### src/erow_pkg.sv
// ----------------------------------------------------------------------------
// erow_pkg
// Shared types and constants of the overwrite-oldest event capture ring.
// ----------------------------------------------------------------------------
`default_nettype none

package erow_pkg;

  localparam int RING_DEPTH = 256;
  localparam int PTR_W      = $clog2(RING_DEPTH);
  localparam int CNT_W      = $clog2(RING_DEPTH + 1);

  localparam int IN_DATA_W  = 112;
  localparam int OUT_DATA_W = 256;
  localparam int FILL_W     = 9;

  localparam logic CMD_PUSH = 1'b0;
  localparam logic CMD_POP  = 1'b1;

  typedef enum logic [2:0] {
    ST_QUEUED    = 3'd0,
    ST_OVERWROTE = 3'd1,
    ST_FILTERED  = 3'd2,
    ST_POPPED    = 3'd3,
    ST_EMPTY     = 3'd4
  } status_t;

  typedef struct packed {
    logic [63:0] seq;
    logic [63:0] stamp;
    logic        drop;
    logic        injected;
    logic [9:0]  code;
    logic [4:0]  ev_type;
    logic [31:0] value;
  } row_t;

  typedef struct packed {
    logic              wr_en;
    logic              rd_en;
    logic [PTR_W-1:0]  addr;
    logic [63:0]       seq;
    status_t           status;
    logic              drop;
    logic [FILL_W-1:0] fill;
    logic [63:0]       drops;
  } req_t;

endpackage

`default_nettype wire

### src/erow_ctrl.sv
// ----------------------------------------------------------------------------
// erow_ctrl
// Ring pointers, fill count, sequence and drop counters, filter register.
// ----------------------------------------------------------------------------
`default_nettype none

module erow_ctrl
  import erow_pkg::*;
(
  input  wire logic clk,
  input  wire logic rst_n,
  input  wire logic cfg_wr_en,
  input  wire logic cfg_wr_data,
  input  wire logic accept,
  input  wire logic command,
  input  wire logic injected,
  output req_t      req
);

  logic [PTR_W-1:0] head_r, head_nxt;
  logic [CNT_W-1:0] count_r, count_nxt;
  logic [63:0]      seq_r, seq_nxt;
  logic [63:0]      drops_r, drops_nxt;
  logic             incl_r;
  logic             full;
  logic [PTR_W:0]   tail_sum;
  logic [PTR_W-1:0] tail;
  logic [PTR_W-1:0] head_inc;

  assign full     = (count_r == CNT_W'(RING_DEPTH));
  assign tail_sum = (PTR_W+1)'(head_r) + (PTR_W+1)'(count_r);
  assign tail     = (tail_sum >= (PTR_W+1)'(RING_DEPTH)) ?
                    PTR_W'(tail_sum - (PTR_W+1)'(RING_DEPTH)) : tail_sum[PTR_W-1:0];
  assign head_inc = (head_r == PTR_W'(RING_DEPTH - 1)) ? '0 : head_r + 1'b1;

  always_comb begin
    head_nxt   = head_r;
    count_nxt  = count_r;
    seq_nxt    = seq_r;
    drops_nxt  = drops_r;
    req.wr_en  = 1'b0;
    req.rd_en  = 1'b0;
    req.addr   = head_r;
    req.drop   = 1'b0;
    req.status = ST_QUEUED;
    if (command == CMD_PUSH) begin
      if (injected && !incl_r) begin
        req.status = ST_FILTERED;
      end else begin
        seq_nxt   = seq_r + 64'd1;
        req.wr_en = accept;
        if (full) begin
          req.addr   = head_r;
          req.drop   = 1'b1;
          req.status = ST_OVERWROTE;
          head_nxt   = head_inc;
          drops_nxt  = drops_r + 64'd1;
        end else begin
          req.addr   = tail;
          count_nxt  = count_r + 1'b1;
        end
      end
    end else begin
      if (count_r == '0) begin
        req.status = ST_EMPTY;
      end else begin
        req.rd_en  = accept;
        req.status = ST_POPPED;
        head_nxt   = head_inc;
        count_nxt  = count_r - 1'b1;
      end
    end
    req.seq   = seq_nxt;
    req.fill  = FILL_W'(count_nxt);
    req.drops = drops_nxt;
  end

  always_ff @(posedge clk) begin
    if (!rst_n) begin
      head_r  <= '0;
      count_r <= '0;
      seq_r   <= '0;
      drops_r <= '0;
      incl_r  <= 1'b0;
    end else begin
      if (cfg_wr_en) begin
        incl_r <= cfg_wr_data;
      end
      if (accept) begin
        head_r  <= head_nxt;
        count_r <= count_nxt;
        seq_r   <= seq_nxt;
        drops_r <= drops_nxt;
      end
    end
  end

endmodule

`default_nettype wire

### config.mk
export PLATFORM = sky130hd
export DESIGN_NAME = erow_ctrl
export DESIGN_NICKNAME = d
export VERILOG_FILES = /design/src/erow_pkg.sv /design/src/erow_ctrl.sv
export SDC_FILE = /design/constraint.sdc
export NUM_CORES = 1
export LEC_CHECK = 0
export BUFFER_PORTS_ARGS = -buffer_cell sky130_fd_sc_hd__buf_2
export CAP_MARGIN = 20
export CORE_MARGIN = 2
export CORE_UTILIZATION = 60
export CTS_CLUSTER_SIZE = 16
export DETAILED_ROUTE_END_ITERATION = 6
export PLACE_DENSITY = 0.84
export RECOVER_POWER = 50
export SYNTH_ARGS = -nofsm -noshare
export SYNTH_HDL_FRONTEND = slang
export SYNTH_SLANG_ARGS = --single-unit
export TNS_END_PERCENT = 50
### constraint.sdc
create_clock -name clk -period 6 [get_ports clk]
set_clock_uncertainty 0.2 [all_clocks]
set_input_delay 1.5 -clock clk [delete_from_list [all_inputs] [get_ports clk]]
set_output_delay 1.5 -clock clk [all_outputs]
set_load 0.02 [all_outputs]
======== After elaboration in Yosys (flattened, before gate mapping) ========
Cells that the tools add are included.
storage, ports and cells
  register bits ........................... 146
  bits of input ports ..................... 7
  output and inout port bits .............. 151
  word-level logic and storage cells ...... 50
operators by class
  add/subtract/negate cells ............... 7
  order comparisons ....................... 1
  equal/unequal tests ..................... 4
  multiplexer cells ....................... 28
  reductions and logical operators ........ 5
operators with widths
  cell                                                                 count
  64-bit two-way mux                                                   5
  64-bit by 1-bit adder with 64-bit output (second input constant)     2
  8-bit two-way mux                                                    9
  9-bit two-way mux                                                    4
  8-bit by 9-bit adder with 9-bit output                               1
  9-bit by 1-bit adder with 9-bit output (second input constant)       1
  9-bit equality test (second input constant)                          1
  9-bit >= comparator (second input constant)                          1
  9-bit zero test                                                      1
  9-bit by 1-bit subtractor with 9-bit output (second input constant)  1
  8-bit by 1-bit adder with 8-bit output (second input constant)       1
  8-bit equality test (second input constant)                          1
  8-bit by 1-bit subtractor with 8-bit output (second input constant)  1
  1-bit two-way mux                                                    6
  3-bit two-way mux                                                    2
  2-bit two-way mux                                                    2
  2-bit != test (second input constant)                                2
  4-bit AND reduction                                                  1
  2-bit nonzero test                                                   1
  1-bit logical AND                                                    1
  1-bit zero test                                                      1

======== Longest topological paths before layout ========
  depth after elaboration ................. 6
  depth in mapped cells ................... 11
  mapped depth without buffers ............ 9

======== Least setup slack after synthesis ========
OpenSTA, ideal clock, no wires.
  path kind ............................... input to output
  start point ............................. in command
  end point ............................... out req[50] in the netlist's numbering
  arrival ................................. 3.319 ns
  required time ........................... 4.300 ns
  setup slack ............................. 0.981 ns
  cell stages on the path ................. 9
  path buffers ............................ 3
  path through ............................ clkbuf_1 -> inv_1 -> and4_1 -> buf_4 -> nand4_1 -> or2_2 -> clkbuf_1 -> nor3_1 -> xor2_1
RTL lines
  element          line             source
  start, declared  erow_ctrl.sv:15  input wire logic command,
  end, declared    erow_ctrl.sv:17  output req_t req

==> results list <==
- Antenna violations before repair: 1
* Via count: 9619
- Count of unresolved DRC violations after routing: 0
- Highest layer used for signal routing: met4
- Global routing used 30.59% of the available tracks across all layers.
- Peak per-stage delay on the critical path: 520 ps
- Util after Layout: 70.34%
- The startpoint identified for the worst hold timing path is drops_r[59].
- For this design, the CTS-stage hold fixing added 0 buffers.
- Together, buffers and inverters on the worst path number 4.
* Leakage: 4.514 nW
- In this run the register-to-register setup slack is 2520 ps.
- The wire-length estimate of the detail-placed layout is 19130 µm.
- TritonCTS built the clock tree.
- The smallest clock period supported by the final layout is computed as 5411 ps.
* Min-delay worst type: reg -> reg
- Data arrival at the endpoint of the critical path: 3710 ps
- Traced cell by cell, the critical path runs through clkbuf_1, inv_1, and4_1, buf_4, and2_0, nand4_1, nor4b_1, xnor2_1, buf_2.
- Of the available clock period, the critical path in the final layout requires 90.18%.
* Post-synthesis share of cell area spent on xor and xnor gates: 21.21%
* Routed metal-1 wire length: 11940 µm
* Power density over the cells: 246.7 mW/mm²
* Vias in the first global route: 8408
- Syn Std Cell Area: 0.009664 mm²
- In this run, placement finished with an instance count of 1595.
* Grt total ovfl: 0
* Finish-stage setup viols: 0
- Headroom to the max-slew limit came out at -20.63%.
* Transition at the pin with the smallest max-transition slack: 1809 ps
* Area share of fa/ha/maj cells after synthesis: 1.761%
- Part of the Yosys area used for sequential elements: 30.24%
- Routed wire per std cell: 16.41 µm
- After the last flow step, the layout net total stands at 1418.
- Summing all multi-input logic gate instances after layout gives 0.006360 mm².
* Slowest stage cell on the critical path: sky130_fd_sc_hd__nor4b_1
- Die X-Extent: 130.9 µm
- WL met3: 2066 µm
- Share of post-route cells with drive strength above 1: 15.04%
- Fin Hold WS: 282.8 ps
- The die is 130.9 µm tall.
* Total negative setup slack: 0 ps
- The synthesized netlist devotes 6.706% of its cell area to compound gates.
* Critical path launch point type: primary input
- Filler cell count: 1323
- Highest clock frequency the design can meet: 184.8 MHz
- Start of the worst register-to-register path: count_r[1]
- PostCTS Resize Cnt: 0
- DRC violation total after the first TritonRoute iteration: 937
* Peak fanout along the critical path: 14
- Synthesized-area fraction occupied by and/or/nand/nor cells: 34.92%
* Final estimated routing congestion in global placement: 0.9308
- Number of enable-type register cells in the synthesized netlist: 0
* First-pass GRT wire length: 41540 µm
- The average instance in the mapped netlist occupies 7.533 µm².
* Setup repair after global routing missed its margin: false
* Max-cap violation count: 3
* Dominant combinational cell family by area after synthesis: simple AND/OR/NAND/NOR gates
- The floorplan has 46 rows.
- Clock-pin slew was measured on the worst setup and hold paths at 60 ps.
* Violations in the final reports: max-capacitance violations, max-slew violations
* Worst Hold Endpoint: drops_r[59]
* Detail-routed via count per cell: 5.912
* Layout area overhead: 15.20%
* Cell class contributing the biggest share of worst-path delay: simple AND/OR/NAND/NOR gates
- Wire length after detailed routing: 26690 µm
- The die covers 0.01714 mm².
* Commonest cells after routing, fill and taps aside: 179 x sky130_fd_sc_hd__nor2_1, 153 x sky130_fd_sc_hd__buf_2, 146 x sky130_fd_sc_hd__dfxtp_1
* Maximum level of the CTS H-tree: 4
* Clock buffer depth: 2
- Syn nets: 1303
* Post-CTS Setup Bufs: 0
- TritonCTS sink count: 146
- VDD sags by at most 0.2268 mV.
- Primary FF master, synth: sky130_fd_sc_hd__dfxtp_1
* Root Buffer Master: sky130_fd_sc_hd__clkbuf_16
* Post-synthesis mux area share: 1.062%
- The final-report hold violation count is 0.
- Number of standard cells in the final layout excluding fillers: 1627
- Clock latency on the worst-skew pair, taken at its later pin, is 420 ps.
- Critical register-to-register path endpoint: drops_r[45]
* Crit path required time: 4300 ps
- The Yosys step of the flow raised 0 warnings.
- Depth of the worst hold-timing path: 2
* Number of I/O pins: 158
* Most common library cell in the layout ignoring fill and taps: sky130_fd_sc_hd__nor2_1
- Synthesis produced 1283 cells.
- Overall power consumption after layout is estimated at 2.747 mW.
- The critical path is of the in -> out type.
* Area of the core region: 0.01583 mm²
- Total area of sequential cells: 0.002923 mm²
- Counting cells, the worst reg-to-reg path comes to 10.
* Buffers added on ports: 157
- The max-slew violation count came to 117.
- Async set-or-reset flop fraction in the synthesized netlist: 0%
- Once detail routing completed, the nets flagged for antenna violations numbered 0.
- TritonRoute pass-1 iters: 5
* Critical Path Sink Type: primary output
- Number of distinct library cell variants in the gate-level netlist after synthesis: 56
- Yosys reg bits: 146
* Total clock buffers created by CTS: 17
- The run finished, with violations left.
* Effective utilization at floorplan: 61.06%
- Entering global routing, the biggest net connects 86 pins.
- The routed design uses 12050 µm of met2 wire.
logic make-up after synthesis:
logic type | Yosys count
multiplexers | 10
AND/OR/NAND/NOR | 672
AO/OA/AOI/OAI | 110
buffers and inverters | 98
adder cells (fa/ha/maj) | 13
XOR/XNOR | 234
flip-flops | 146
layer usage:
metal | GRT usage, % | up-vias
li1 | - | 4668
met1 | 42.45 | 4473
met2 | 47.49 | 418
met3 | 6.026 | 60
met4 | 10.95 | 0
met5 | 0 | -
stage by stage:
step	instance area [µm²]	setup slack, ps
floorplan	9664	981.0
global placement	10540	783.4
detailed placement	10540	719.6
CTS	11150	703.8
global route	11130	383.8
finish	11130	589.5
worst min-delay path, cell delays in order, from the launching register on:
cell and delay (ps):
sky130_fd_sc_hd__dfxtp_1 320, sky130_fd_sc_hd__nand2_1 50, sky130_fd_sc_hd__o21ai_0 60
final cells by class:
cell class,instances,share of cell area (%)
Multi-Input combinational cell,1039,57.13
Sequential cell,146,26.25
Timing Repair Buffer,172,7.867
Clock buffer,22,4.169
Tap cell,216,2.428
Clock inverter,9,1.382
Inverter,22,0.7530
Antenna cell,1,0.02248
flip-flops by register name (all words and copies together) (netlist names):
name,flops
seq_r,64
drops_r,64
count_r,9
head_r,8
incl_r,1
cells in the mapped netlist, types with 9 or more instances:
cell type,n,share of area (%)
sky130_fd_sc_hd__and3_1,24,1.6
sky130_fd_sc_hd__clkbuf_1,62,2.4
sky130_fd_sc_hd__nor4_1,25,1.6
sky130_fd_sc_hd__o21ai_0,40,2.1
sky130_fd_sc_hd__nand2_1,122,4.7
sky130_fd_sc_hd__a21oi_1,38,2.0
sky130_fd_sc_hd__inv_1,21,0.82
sky130_fd_sc_hd__and2_1,17,1.1
sky130_fd_sc_hd__nand3_1,77,4.0
sky130_fd_sc_hd__or3_1,29,1.9
sky130_fd_sc_hd__nand4_1,71,4.6
sky130_fd_sc_hd__xor2_1,119,11
sky130_fd_sc_hd__dfxtp_1,146,30
sky130_fd_sc_hd__and4_1,9,0.82
sky130_fd_sc_hd__nor2_1,179,7.0
sky130_fd_sc_hd__nor3_1,70,3.6
sky130_fd_sc_hd__xnor2_1,115,10
sky130_fd_sc_hd__nand2b_1,13,0.84
sky130_fd_sc_hd__ha_1,12,1.6
where the power goes:
group / internal, mW / switching, mW
Combinational: 0.202 / 0.368
Clock: 0.716 / 0.419
Sequential: 0.992 / 0.0503
Total: 1.91 / 0.837
worst max path at each step:
| stage | cells after the start | start | endpoint |
|---|---|---|---|
| finish | 9 | command | req[59] |
| global route | 9 | command | req[56] |
| CTS | 9 | command | req[59] |
| detailed placement | 9 | command | req[59] |
| global placement | 8 | command | req[62] |
| floorplan | 9 | command | req[50] |
No activity file was read; power rests on OpenSTA's default activity.
